File: src/rtl/two_axis_filtered_pd_servo_top_defines.svh
// Assertion macros shared by the servo RTL.
`ifndef TWO_AXIS_FILTERED_PD_SERVO_TOP_DEFINES_SVH
`define TWO_AXIS_FILTERED_PD_SERVO_TOP_DEFINES_SVH

`ifndef SYNTH
// Clocked check on clk_i, off while rst_ni is low.
`define TAFPS_ASSERT(lbl, prop) \
  lbl: assert property (@(posedge clk_i) disable iff (!rst_ni) prop) \
    else $error("tafps assertion failed");
// Same-cycle implication.
`define TAFPS_ASSERT_IMPL(lbl, ante, cons) `TAFPS_ASSERT(lbl, (ante) |-> (cons))
`else
`define TAFPS_ASSERT(lbl, prop)
`define TAFPS_ASSERT_IMPL(lbl, ante, cons)
`endif

`endif

File: src/rtl/tafps_pkg.sv
`default_nettype none

package tafps_pkg;

  localparam int SAMPLE_BITS = 10;
  localparam int FRAC_BITS   = 8;
  localparam int POS_BITS    = SAMPLE_BITS + FRAC_BITS;
  localparam int ERR_W       = POS_BITS + 1;
  localparam int GAIN_W      = 16;
  localparam int GAIN_FRAC   = 8;
  localparam int DUTY_OUT_W  = 16;

  // Lowpass: Q0.16 weights, sum to one.
  localparam int COEF_FRAC   = 16;
  localparam int FILT_ACC_W  = POS_BITS + COEF_FRAC + 1;
  localparam logic [15:0] IN_WEIGHT_Q16 = 16'd20998;
  localparam logic [15:0] FB_WEIGHT_Q16 = 16'd44538;
  localparam logic [15:0] FILT_ROUND    = 16'd32768;

  // PD datapath widths.
  localparam int PROD_P_W  = GAIN_W + 1 + ERR_W;
  localparam int PROD_D_W  = GAIN_W + 1 + ERR_W + 1;
  localparam int PD_ACC_W  = PROD_D_W + 1;
  localparam int PD_SHIFT  = GAIN_FRAC + FRAC_BITS;
  localparam int PD_Q_W    = PD_ACC_W - PD_SHIFT;
  localparam int DUTY_W    = PD_Q_W + 1;

  localparam int CFG_IDX_W = 3;

  typedef enum logic [CFG_IDX_W-1:0] {
    REG_GAIN_P_X     = 3'd0,
    REG_GAIN_D_X     = 3'd1,
    REG_GAIN_P_Y     = 3'd2,
    REG_GAIN_D_Y     = 3'd3,
    REG_CENTRE_DUTY_X = 3'd4,
    REG_CENTRE_DUTY_Y = 3'd5,
    REG_DUTY_MIN     = 3'd6,
    REG_DUTY_MAX     = 3'd7
  } cfg_reg_e;

  localparam logic [15:0] GAIN_P_X_RST      = 16'd31;
  localparam logic [15:0] GAIN_D_X_RST      = 16'd768;
  localparam logic [15:0] GAIN_P_Y_RST      = 16'd26;
  localparam logic [15:0] GAIN_D_Y_RST      = 16'd512;
  localparam logic [15:0] CENTRE_DUTY_X_RST = 16'd3720;
  localparam logic [15:0] CENTRE_DUTY_Y_RST = 16'd3700;
  localparam logic [15:0] DUTY_MIN_RST      = 16'd3600;
  localparam logic [15:0] DUTY_MAX_RST      = 16'd3800;

  typedef struct packed {
    logic [GAIN_W-1:0]     kp;
    logic [GAIN_W-1:0]     kd;
    logic [DUTY_OUT_W-1:0] centre;
  } pd_gains_t;

  typedef struct packed {
    logic [DUTY_OUT_W-1:0] lo;
    logic [DUTY_OUT_W-1:0] hi;
  } duty_lim_t;

  typedef struct packed {
    logic [DUTY_OUT_W-1:0] duty;
    logic                  clip;
  } pd_result_t;

endpackage

`default_nettype wire

File: src/rtl/tafps_if.sv
`default_nettype none

// Input channel: one beat per control period.
interface tafps_in_if import tafps_pkg::*; ();
  logic                   valid;
  logic                   ready;
  logic [SAMPLE_BITS-1:0] adc_sample;
  logic [POS_BITS-1:0]    ref_x;
  logic [POS_BITS-1:0]    ref_y;

  modport source (output valid, output adc_sample, output ref_x, output ref_y,
                  input ready);
  modport sink   (input valid, input adc_sample, input ref_x, input ref_y,
                  output ready);
endinterface

// Result channel.
interface tafps_out_if import tafps_pkg::*; ();
  logic                  valid;
  logic                  ready;
  logic [DUTY_OUT_W-1:0] duty_x;
  logic [DUTY_OUT_W-1:0] duty_y;
  logic                  clipped_x;
  logic                  clipped_y;
  logic                  sampled_axis;

  modport source (output valid, output duty_x, output duty_y, output clipped_x,
                  output clipped_y, output sampled_axis, input ready);
  modport sink   (input valid, input duty_x, input duty_y, input clipped_x,
                  input clipped_y, input sampled_axis, output ready);
endinterface

// Configuration write channel.
interface tafps_cfg_if import tafps_pkg::*; ();
  logic                 valid;
  logic                 ready;
  logic [CFG_IDX_W-1:0] index;
  logic [15:0]          data;

  modport source (output valid, output index, output data, input ready);
  modport sink   (input valid, input index, input data, output ready);
endinterface

`default_nettype wire

File: src/rtl/tafps_pd_axis.sv
`default_nettype none

module tafps_pd_axis import tafps_pkg::*; (
  input  wire logic [POS_BITS-1:0]    ref_i,
  input  wire logic [POS_BITS-1:0]    filt_i,
  input  wire logic signed [ERR_W-1:0] prev_err_i,
  input  wire pd_gains_t              gains_i,
  input  wire duty_lim_t              lim_i,
  output logic signed [ERR_W-1:0]     err_o,
  output pd_result_t                  res_o
);

  logic signed [ERR_W:0]        diff;
  logic signed [GAIN_W:0]       kp_s;
  logic signed [GAIN_W:0]       kd_s;
  logic signed [PROD_P_W-1:0]   prod_p;
  logic signed [PROD_D_W-1:0]   prod_d;
  logic signed [PD_ACC_W-1:0]   acc;
  logic signed [PD_ACC_W-1:0]   acc_adj;
  logic signed [PD_Q_W-1:0]     corr;
  logic signed [DUTY_W-1:0]     duty_raw;
  logic signed [DUTY_W-1:0]     lo_s;
  logic signed [DUTY_W-1:0]     hi_s;
  logic signed [DUTY_W-1:0]     duty_cap;
  logic signed [DUTY_W-1:0]     duty_sat;
  logic                         clip_hi;
  logic                         clip_lo;

  always_comb begin
    err_o  = $signed({1'b0, ref_i}) - $signed({1'b0, filt_i});
    diff   = $signed({err_o[ERR_W-1], err_o}) - $signed({prev_err_i[ERR_W-1], prev_err_i});
    kp_s   = $signed({1'b0, gains_i.kp});
    kd_s   = $signed({1'b0, gains_i.kd});
    prod_p = kp_s * err_o;
    prod_d = kd_s * diff;
    acc    = PD_ACC_W'(prod_p) + PD_ACC_W'(prod_d);
    // Bias negative values so the arithmetic shift rounds toward zero.
    acc_adj = acc + (acc[PD_ACC_W-1] ? PD_ACC_W'((64'd1 << PD_SHIFT) - 64'd1)
                                     : PD_ACC_W'(0));
    corr     = $signed(acc_adj[PD_ACC_W-1:PD_SHIFT]);
    duty_raw = DUTY_W'($signed({1'b0, gains_i.centre})) - DUTY_W'(corr);
    lo_s     = DUTY_W'($signed({1'b0, lim_i.lo}));
    hi_s     = DUTY_W'($signed({1'b0, lim_i.hi}));
    // Cap at the ceiling first, then raise to the floor.
    clip_hi  = duty_raw > hi_s;
    duty_cap = clip_hi ? hi_s : duty_raw;
    clip_lo  = duty_cap < lo_s;
    duty_sat = clip_lo ? lo_s : duty_cap;
    res_o.duty = duty_sat[DUTY_OUT_W-1:0];
    res_o.clip = clip_hi | clip_lo;
  end

endmodule

`default_nettype wire

File: src/rtl/two_axis_filtered_pd_servo_top.sv
// Channel   Role    Beat contents
// -------   ------  ---------------------------------------------------
// sample_i  sink    adc_sample, ref_x, ref_y (one control period)
// result_o  source  duty_x, duty_y, clipped_x, clipped_y, sampled_axis
// cfg_i     sink    index, data (register write, always ready)
//
// One beat in, one beat out; a new beat is taken every cycle unless a stall on result_o has filled all stages.
// Three register stages: input, lowpass, PD result. A result is valid once
// its beat has passed the input and lowpass stages into the PD result stage.
// The lowpass stage owns filt_x/filt_y, the PD stage owns the previous errors.
// A stall on result_o backs up stage by stage; sample_i.ready drops only when
// all three stages hold a beat. Reset clears state and loads the config defaults, no sweep.
`default_nettype none
`include "two_axis_filtered_pd_servo_top_defines.svh"

module two_axis_filtered_pd_servo_top import tafps_pkg::*; (
  input  wire logic   clk_i,
  input  wire logic   rst_ni,
  tafps_in_if.sink    sample_i,
  tafps_out_if.source result_o,
  tafps_cfg_if.sink   cfg_i
);

  // Config registers.
  logic [15:0] gain_p_x_q, gain_d_x_q, gain_p_y_q, gain_d_y_q;
  logic [15:0] centre_x_q, centre_y_q, duty_min_q, duty_max_q;

  // Loop state.
  logic                     axis_sel_q;
  logic [POS_BITS-1:0]      filt_x_q, filt_y_q;
  logic signed [ERR_W-1:0]  prev_err_x_q, prev_err_y_q;

  // Stage A: input register.
  logic                     a_vld_q;
  logic [SAMPLE_BITS-1:0]   a_sample_q;
  logic [POS_BITS-1:0]      a_ref_x_q, a_ref_y_q;

  // Stage B: filtered positions.
  logic                     b_vld_q;
  logic [POS_BITS-1:0]      b_ref_x_q, b_ref_y_q, b_fx_q, b_fy_q;
  logic                     b_axis_q;

  // Stage C: result register.
  logic                     c_vld_q;
  logic [DUTY_OUT_W-1:0]    c_duty_x_q, c_duty_y_q;
  logic                     c_clip_x_q, c_clip_y_q, c_axis_q;

  logic c_free, b_free, a_free, b_move, a_move, in_acc, cfg_acc;

  // Handshake: each stage advances when the one after it has room.
  assign c_free = !c_vld_q || result_o.ready;
  assign b_move = b_vld_q && c_free;
  assign b_free = !b_vld_q || c_free;
  assign a_move = a_vld_q && b_free;
  assign a_free = !a_vld_q || b_free;
  assign in_acc = sample_i.valid && a_free;

  assign sample_i.ready = a_free;
  assign cfg_i.ready    = 1'b1;
  assign cfg_acc        = cfg_i.valid;

  always_ff @(posedge clk_i or negedge rst_ni) begin
    if (!rst_ni) begin
      gain_p_x_q <= GAIN_P_X_RST;
      gain_d_x_q <= GAIN_D_X_RST;
      gain_p_y_q <= GAIN_P_Y_RST;
      gain_d_y_q <= GAIN_D_Y_RST;
      centre_x_q <= CENTRE_DUTY_X_RST;
      centre_y_q <= CENTRE_DUTY_Y_RST;
      duty_min_q <= DUTY_MIN_RST;
      duty_max_q <= DUTY_MAX_RST;
    end else if (cfg_acc) begin
      unique case (cfg_reg_e'(cfg_i.index))
        REG_GAIN_P_X:      gain_p_x_q <= cfg_i.data;
        REG_GAIN_D_X:      gain_d_x_q <= cfg_i.data;
        REG_GAIN_P_Y:      gain_p_y_q <= cfg_i.data;
        REG_GAIN_D_Y:      gain_d_y_q <= cfg_i.data;
        REG_CENTRE_DUTY_X: centre_x_q <= cfg_i.data;
        REG_CENTRE_DUTY_Y: centre_y_q <= cfg_i.data;
        REG_DUTY_MIN:      duty_min_q <= cfg_i.data;
        REG_DUTY_MAX:      duty_max_q <= cfg_i.data;
      endcase
    end
  end

  // Lowpass on the selected axis: rounded half up, Q0.16 weights.
  logic [POS_BITS-1:0]   filt_old, filt_new, sample_pos;
  logic [FILT_ACC_W-1:0] filt_acc;

  always_comb begin
    filt_old   = axis_sel_q ? filt_y_q : filt_x_q;
    sample_pos = {a_sample_q, {FRAC_BITS{1'b0}}};
    filt_acc   = FILT_ACC_W'(IN_WEIGHT_Q16) * FILT_ACC_W'(sample_pos)
               + FILT_ACC_W'(FB_WEIGHT_Q16) * FILT_ACC_W'(filt_old)
               + FILT_ACC_W'(FILT_ROUND);
    filt_new   = filt_acc[COEF_FRAC +: POS_BITS];
  end

  // PD step for both axes.
  pd_gains_t               gains_x, gains_y;
  duty_lim_t               lim;
  logic signed [ERR_W-1:0] err_x, err_y;
  pd_result_t              res_x, res_y;

  assign gains_x = '{kp: gain_p_x_q, kd: gain_d_x_q, centre: centre_x_q};
  assign gains_y = '{kp: gain_p_y_q, kd: gain_d_y_q, centre: centre_y_q};
  assign lim     = '{lo: duty_min_q, hi: duty_max_q};

  tafps_pd_axis u_pd_x (
    .ref_i      (b_ref_x_q),
    .filt_i     (b_fx_q),
    .prev_err_i (prev_err_x_q),
    .gains_i    (gains_x),
    .lim_i      (lim),
    .err_o      (err_x),
    .res_o      (res_x)
  );

  tafps_pd_axis u_pd_y (
    .ref_i      (b_ref_y_q),
    .filt_i     (b_fy_q),
    .prev_err_i (prev_err_y_q),
    .gains_i    (gains_y),
    .lim_i      (lim),
    .err_o      (err_y),
    .res_o      (res_y)
  );

  // Control: valid bits and loop state.
  always_ff @(posedge clk_i or negedge rst_ni) begin
    if (!rst_ni) begin
      a_vld_q      <= 1'b0;
      b_vld_q      <= 1'b0;
      c_vld_q      <= 1'b0;
      axis_sel_q   <= 1'b0;
      filt_x_q     <= '0;
      filt_y_q     <= '0;
      prev_err_x_q <= '0;
      prev_err_y_q <= '0;
    end else begin
      if (a_free) a_vld_q <= sample_i.valid;
      if (b_free) b_vld_q <= a_vld_q;
      if (c_free) c_vld_q <= b_vld_q;
      // Commit the filter update and flip the axis as the beat leaves stage A.
      if (a_move) begin
        axis_sel_q <= ~axis_sel_q;
        if (axis_sel_q) filt_y_q <= filt_new;
        else            filt_x_q <= filt_new;
      end
      // Commit the errors as the beat leaves stage B.
      if (b_move) begin
        prev_err_x_q <= err_x;
        prev_err_y_q <= err_y;
      end
    end
  end

  // Payload registers.
  always_ff @(posedge clk_i) begin
    if (in_acc) begin
      a_sample_q <= sample_i.adc_sample;
      a_ref_x_q  <= sample_i.ref_x;
      a_ref_y_q  <= sample_i.ref_y;
    end
    if (a_move) begin
      b_ref_x_q <= a_ref_x_q;
      b_ref_y_q <= a_ref_y_q;
      b_fx_q    <= axis_sel_q ? filt_x_q : filt_new;
      b_fy_q    <= axis_sel_q ? filt_new : filt_y_q;
      b_axis_q  <= axis_sel_q;
    end
    if (b_move) begin
      c_duty_x_q <= res_x.duty;
      c_duty_y_q <= res_y.duty;
      c_clip_x_q <= res_x.clip;
      c_clip_y_q <= res_y.clip;
      c_axis_q   <= b_axis_q;
    end
  end

  assign result_o.valid        = c_vld_q;
  assign result_o.duty_x       = c_duty_x_q;
  assign result_o.duty_y       = c_duty_y_q;
  assign result_o.clipped_x    = c_clip_x_q;
  assign result_o.clipped_y    = c_clip_y_q;
  assign result_o.sampled_axis = c_axis_q;

  `TAFPS_ASSERT(sel_toggles, a_move |=> axis_sel_q != $past(axis_sel_q))
  `TAFPS_ASSERT(filt_holds, !a_move |=> $stable(filt_x_q) && $stable(filt_y_q))
  `TAFPS_ASSERT(err_holds, !b_move |=> $stable(prev_err_x_q) && $stable(prev_err_y_q))
  `TAFPS_ASSERT_IMPL(stall_only_full, !sample_i.ready, a_vld_q && b_vld_q && c_vld_q && !result_o.ready)

endmodule

`default_nettype wire

File: src/flat_wrapper.sv
// flat-port wrapper written by rule: the top's interface ports become plain ports
module two_axis_filtered_pd_servo_top_flat import tafps_pkg::*;
  (clk_i, rst_ni, sample_i_valid, sample_i_adc_sample, sample_i_ref_x, sample_i_ref_y, sample_i_ready, result_o_valid, result_o_duty_x, result_o_duty_y, result_o_clipped_x, result_o_clipped_y, result_o_sampled_axis, result_o_ready, cfg_i_valid, cfg_i_index, cfg_i_data, cfg_i_ready);
  tafps_in_if sample_i_i ();
  tafps_out_if result_o_i ();
  tafps_cfg_if cfg_i_i ();
  input  wire logic clk_i;
  input  wire logic rst_ni;
  input wire logic [$bits(sample_i_i.valid)-1:0] sample_i_valid;
  input wire logic [$bits(sample_i_i.adc_sample)-1:0] sample_i_adc_sample;
  input wire logic [$bits(sample_i_i.ref_x)-1:0] sample_i_ref_x;
  input wire logic [$bits(sample_i_i.ref_y)-1:0] sample_i_ref_y;
  output wire logic [$bits(sample_i_i.ready)-1:0] sample_i_ready;
  output wire logic [$bits(result_o_i.valid)-1:0] result_o_valid;
  output wire logic [$bits(result_o_i.duty_x)-1:0] result_o_duty_x;
  output wire logic [$bits(result_o_i.duty_y)-1:0] result_o_duty_y;
  output wire logic [$bits(result_o_i.clipped_x)-1:0] result_o_clipped_x;
  output wire logic [$bits(result_o_i.clipped_y)-1:0] result_o_clipped_y;
  output wire logic [$bits(result_o_i.sampled_axis)-1:0] result_o_sampled_axis;
  input wire logic [$bits(result_o_i.ready)-1:0] result_o_ready;
  input wire logic [$bits(cfg_i_i.valid)-1:0] cfg_i_valid;
  input wire logic [$bits(cfg_i_i.index)-1:0] cfg_i_index;
  input wire logic [$bits(cfg_i_i.data)-1:0] cfg_i_data;
  output wire logic [$bits(cfg_i_i.ready)-1:0] cfg_i_ready;
  assign sample_i_i.valid = sample_i_valid;
  assign sample_i_i.adc_sample = sample_i_adc_sample;
  assign sample_i_i.ref_x = sample_i_ref_x;
  assign sample_i_i.ref_y = sample_i_ref_y;
  assign sample_i_ready = sample_i_i.ready;
  assign result_o_valid = result_o_i.valid;
  assign result_o_duty_x = result_o_i.duty_x;
  assign result_o_duty_y = result_o_i.duty_y;
  assign result_o_clipped_x = result_o_i.clipped_x;
  assign result_o_clipped_y = result_o_i.clipped_y;
  assign result_o_sampled_axis = result_o_i.sampled_axis;
  assign result_o_i.ready = result_o_ready;
  assign cfg_i_i.valid = cfg_i_valid;
  assign cfg_i_i.index = cfg_i_index;
  assign cfg_i_i.data = cfg_i_data;
  assign cfg_i_ready = cfg_i_i.ready;
  two_axis_filtered_pd_servo_top u_core (.clk_i(clk_i), .rst_ni(rst_ni), .sample_i(sample_i_i), .result_o(result_o_i), .cfg_i(cfg_i_i));
endmodule
File: config.mk
export PLATFORM = sky130hd
export DESIGN_NAME = two_axis_filtered_pd_servo_top_flat
export DESIGN_NICKNAME = d
export VERILOG_FILES = /design/src/rtl/tafps_pkg.sv /design/src/rtl/tafps_if.sv /design/src/rtl/tafps_pd_axis.sv /design/src/rtl/two_axis_filtered_pd_servo_top.sv /design/src/flat_wrapper.sv
export VERILOG_INCLUDE_DIRS = /design/src /design/src/rtl
export SDC_FILE = /design/constraint.sdc
export NUM_CORES = 2
export LEC_CHECK = 0
export ABC_AREA = 1
export BUFFER_PORTS_ARGS = -buffer_cell sky130_fd_sc_hd__buf_2
export CORE_MARGIN = 2
export CORE_UTILIZATION = 48
export DETAILED_ROUTE_END_ITERATION = 8
export GPL_TIMING_DRIVEN = 0
export PLACE_DENSITY = 0.66
export SLEW_MARGIN = 20
export SYNTH_ARGS = -nofsm -noshare
export SYNTH_HDL_FRONTEND = slang
export SYNTH_HIERARCHICAL = 1
export SYNTH_SLANG_ARGS = --single-unit
File: constraint.sdc
create_clock -name clk_i -period 17.82 [get_ports clk_i]
set_input_delay 1.782 -clock clk_i [delete_from_list [all_inputs] [get_ports clk_i]]
set_output_delay 1.782 -clock clk_i [all_outputs]
set_load 0.01 [all_outputs]
### Yosys cells after proc, flatten, opt, wreduce, memory -nomap -nowiden

Index checks and enable logic that the tools add are counted.
W data, S select, Z words.

* $lt $le $gt $ge: 4
* $add $sub $neg: 12
* bitwise gates (word level): 3
* multipliers: 6
* equal/unequal tests: 7
* reductions and logical operators: 18
* muxes and demuxes: 9

Operators with widths (count)
* $add A36 B37 Y38: 2
* $add A38 B16 Y38: 2
* $mul A17 B20 Y37: 2
* $mul A17 B19 Y36: 2
* $mux W16: 4
* $mux W18: 3
* $gt A23 B17 Y1: 2
* $lt A23 B17 Y1: 2
* $mux W23: 2
* $sub A17 B22 Y23: 2
* $sub A19 B19 Y20: 2
* $sub A18 B18 Y19: 2
* $add A33 B34 Y34: 1
* $add A34 B16 Y34 const B: 1
* $mul A15 B18 Y33 const A: 1
* $mul A14 B10 Y24 const A: 1
* $reduce_and A2 Y1: 8
* $eq A3 B3 Y1 const B: 4
* $eq A3 B2 Y1 const B: 2
* $eq A3 B1 Y1 const B: 1
* $logic_and A1 B1 Y1: 3
* $logic_not A1 Y1: 3
* $logic_not A3 Y1: 1
* $logic_or A1 B1 Y1: 3
* other kinds (2): 3

* logic and storage cells: 88
* output and inout port bits: 38
* register bits: 360
* bits of input ports: 70

### Depth between registers and ports, before layout

* depth after elaboration: 11
* mapped depth: 122
* depth with buffers taken out: 117

### Cells and area by module

Netlist, hierarchy kept.

Modules (own cells, without submodules)
* tafps_pd_axis at u_core.u_pd_y: area each 28989.1 um^2, seq. area each 0.0 um^2, instances 1, cells an instance 3756
* tafps_pd_axis at u_core.u_pd_x: area each 28986.6 um^2, seq. area each 0.0 um^2, instances 1, cells an instance 3764
* two_axis_filtered_pd_servo_top: area each 22625.4 um^2, seq. area each 9821.9 um^2, instances 1, cells an instance 2243

### Worst setup path before layout

OpenSTA, ideal clock, no wires.

* kind: flip-flop to flip-flop
* start: reg u_core.b_ref_x_q[2]
* end: reg u_core.c_duty_x_q[10] (netlist: u_core/result_o.duty_x[10]), data pin
* buffers on the path: 5
* setup slack: 0.426 ns
* data arrival time: 17.142 ns
* library setup time: 0.253 ns
* cell stages (with the launch flop): 104
* clock period less this slack: 17.394 ns
* required time: 17.567 ns
* cell sequence: edfxtp_1 ha_1 nand3b_1 and2_1 or2_2 nand2_1 a21oi_1 or2_2 nand2_1 a21oi_1 or2_2 nand2_1 a21oi_1 or2_2 nand2_1 a21oi_1 o21ai_0 nand3_1 [... 68 more ...] a31oi_1 a21oi_1 nand3_1 o21bai_4 clkbuf_1 o21ai_0 ha_1 nand2_1 inv_1 nand3_1 a31oi_1 a2111oi_0 nor2_1 nor2_2 nand2_4 buf_4 nand3_1 nand2_1

RTL lines
* from (decl): line two_axis_filtered_pd_servo_top.sv:40 `logic [POS_BITS-1:0] b_ref_x_q, b_ref_y_q, b_fx_q, b_fy_q;`
* from (signal assigned): line two_axis_filtered_pd_servo_top.sv:166 `b_ref_x_q <= a_ref_x_q;`
* to (signal assigned): line two_axis_filtered_pd_servo_top.sv:173 `c_duty_x_q <= res_x.duty;`
* to (decl): line two_axis_filtered_pd_servo_top.sv:45 `logic [DUTY_OUT_W-1:0] c_duty_x_q, c_duty_y_q;`

==> qor.yml <==
synth-seq-area-share_pct: 12.19
dp_cells: 12080
cts_sinks: 360
critPathTopFamily: "adder cells"
crit_arrival_ps: 17850
grt_setup_unrepaired: "yes"
endpoint_kind: "flop"
final-setup-viol-count: 0
viasPerCell: 5.255
synth_cell_types: 68
first_pass_iters: 8
syn-num-nets: 12130
ys_seq_elements: 360
final_net_count: 12520
clk_latency_ps: 660
synthFlopType: "dfrtp_1"
grt_usage_pct: 30.51
preCtsSetupSlack_ps: -3353
fmax_ghz: 0.05732
start_util_pct: 48.25
crit_required_ps: 18230
cts_tree: "built"
rows: 150
outcome: "finished, final reports clean"
max_stage_delay_ps: 620
cp-start-kind: "flop"
worstPathMaxFanout: 15
cap_violations: 0
antenna_found_initial: 9
crit_type: "reg2reg"
hold_viol: 0
dpl-instance-area_um2: 84020
clk_pin_slew_ps: 60
die_w_um: 413.8
slew_headroom_pct: 17.66
dieArea_um2: 171200
gp_congestion: 0.9799
design.core.area_um2: 167000
period_minus_slack_ps: 17450
io_pins: 108
die_y_um: 413.8
syn-cell-area_um2: 80600
slew_violations: 0
design_area_um2: 91430
drive_gt1_share_pct: 12.98
skew_ps: 36.46
clockRootBuffer: "clkbuf_16"
cp.buffers_inverters: 19
avgSynthCellArea_um2: 8.256
dp_hpwl_um: 217600
setup-tns-final_ps: 0
async_flop_share_pct: 57.22
vias: 65140
worst_pin_slew_ps: 1231
dr.first_iter.drc_count: 4785
cts_htree_levels: 2
ant_nets: 0
min_path_type: "reg2reg"
remaining_drc_errors: 0
cpMostUsedCell: "nand2_2"
synth_edf_count: 154
clockBufferDepth: 3
setup_slack_ps: 374.9
grt_overflow: 0
cts_buffers: 47
min_period_over_period_pct: 97.90
first_global_vias: 67260
synthCells: 9763
grt_pass1_wl_um: 394000
cpMaxStageDelayCell: "fa_1"
io_buffers: 106
stdcell_count: 12390
wl_per_cell_um: 20.74
synth_warnings: 6
grt_max_degree: 91
finalWirelength_um: 257100
syn2layout_area_growth_pct: 13.44
holdBufCountCts: 0
metal layers:
layer | GRT usage [%] | wire length (um) | vias to the layer above
met3 | 4.698 | 18130 | 502
met1 | 40.84 | 105900 | 32480
li1 | - | - | 29880
met4 | 13.12 | 13240 | 4
met5 | 0 | 15 | -
met2 | 49.30 | 119800 | 2275
final cells by class:
cell class              count  area, um2
repair buffers            363       2823
clock inverters            29      321.6
flip-flops and latches    360       9822
multi-input cells        6729      64020
inverters                2458       9403
plain buffers             192       1013
fillers                 15550      75600
well taps                2204       2758
clock buffers              58       1267
diodes                      1      2.502
state kept, by name (all words and copies together), names as in the netlist, 10 cells and up:
signal,cells
u_core/duty_max_q,16
u_core/duty_min_q,16
u_core/prev_err_x_q,19
u_core/centre_x_q,16
u_core/result_o.duty_y,16
u_core/a_sample_q,10
u_core/a_ref_x_q,18
u_core/centre_y_q,16
u_core/gain_p_y_q,16
u_core/gain_p_x_q,16
u_core/filt_y_q,18
u_core/prev_err_y_q,19
u_core/a_ref_y_q,18
u_core/result_o.duty_x,16
u_core/filt_x_q,18
u_core/b_ref_x_q,18
u_core/gain_d_y_q,16
u_core/b_fy_q,18
u_core/gain_d_x_q,16
u_core/b_ref_y_q,18
u_core/b_fx_q,18
synthesized netlist by cell type (47+ instances only):
master / instances / area, um2
clkbuf_1: 195 / 732.0
nand3_1: 236 / 1181
edfxtp_1: 154 / 4624
nor3_1: 47 / 235.2
a21oi_1: 313 / 1567
nor2_1: 859 / 3224
dfrtp_1: 172 / 4304
nand2_2: 74 / 462.9
fa_1: 1527 / 30570
inv_1: 2396 / 8994
nand2_1: 2015 / 7564
xor2_1: 141 / 1235
ha_1: 770 / 9634
xnor2_1: 63 / 551.8
o21ai_0: 282 / 1411
metrics by stage:
stage | util (%) | hold slack (ps)
after floorplan | - | 400.3
after global placement | 50.22 | 406.1
after detailed placement | 50.30 | 404.5
after CTS | 52.39 | 419.2
after global routing | 54.74 | 425.4
final | 54.74 | 418.8
final timing paths:
| kind | from | end | slack [ps] | cells after the start |
|---|---|---|---|---|
| min | u_core/a_ref_y_q[12] | u_core/b_ref_y_q[12] | 420 | 0 |
| min in group asynchronous | rst_ni | u_core/a_vld_q | 1110 | 1 |
| max in group asynchronous | rst_ni | u_core/duty_max_q[11] | 15400 | 3 |
| max | u_core/b_fx_q[2] | u_core/result_o.duty_x[10] | 370 | 100 |
| min reg2reg | u_core/a_ref_y_q[12] | u_core/b_ref_y_q[12] | 420 | 0 |
| max reg2reg | u_core/b_fx_q[2] | u_core/result_o.duty_x[10] | 370 | 100 |
what timing repair did:
action                                 in CTS  in global routing
setup buffers                              57                189
gates cloned                                1                  7
setup endpoints to repair                  34                 34
resized for setup                         383                549
pin swaps                                  74                317
endpoints found under the hold margin       0                  0
placed cells by master (no fill, tap or decap), drive strengths merged, types with 2 or more instances in the layout:
master / instances
a21o: 34
or2: 48
fa: 1527
buf: 391
inv: 2411
clkbuf: 222
o21bai: 27
and3: 3
nand2: 2103
nor3: 50
nand3: 260
a211oi: 13
dfrtp: 172
nand4: 46
dfstp: 34
nor4: 13
bufinv: 5
o221a: 3
a2111oi: 3
o21a: 9
o211ai: 7
nand3b: 11
a31o: 2
and2: 9
clkinvlp: 25
clkinv: 46
o221ai: 4
ha: 770
xnor2: 63
o2111ai: 3
o31ai: 4
edfxtp: 154
nor2: 876
o21ai: 319
a21boi: 16
xor2: 145
a31oi: 36
a21oi: 320
cell families (layout without fill, tap and decap cells):
| family | Yosys count | count (layout) | share of synthesized area [%] |
|---|---|---|---|
| AO/OA/AOI/OAI | 804 | 804 | 5.607 |
| other | 1 | 2 | 0.004653 |
| XOR/XNOR | 208 | 208 | 2.297 |
| buffers and inverters | 2675 | 3100 | 12.57 |
| adder cells (fa/ha/maj) | 2297 | 2297 | 49.88 |
| AND/OR/NAND/NOR | 3418 | 3419 | 17.45 |
| flip-flops | 360 | 360 | 12.19 |
Power is left out: the tool's default activity adds up to more than one toggle a clock period on the data nets, which glitch-free logic cannot reach.
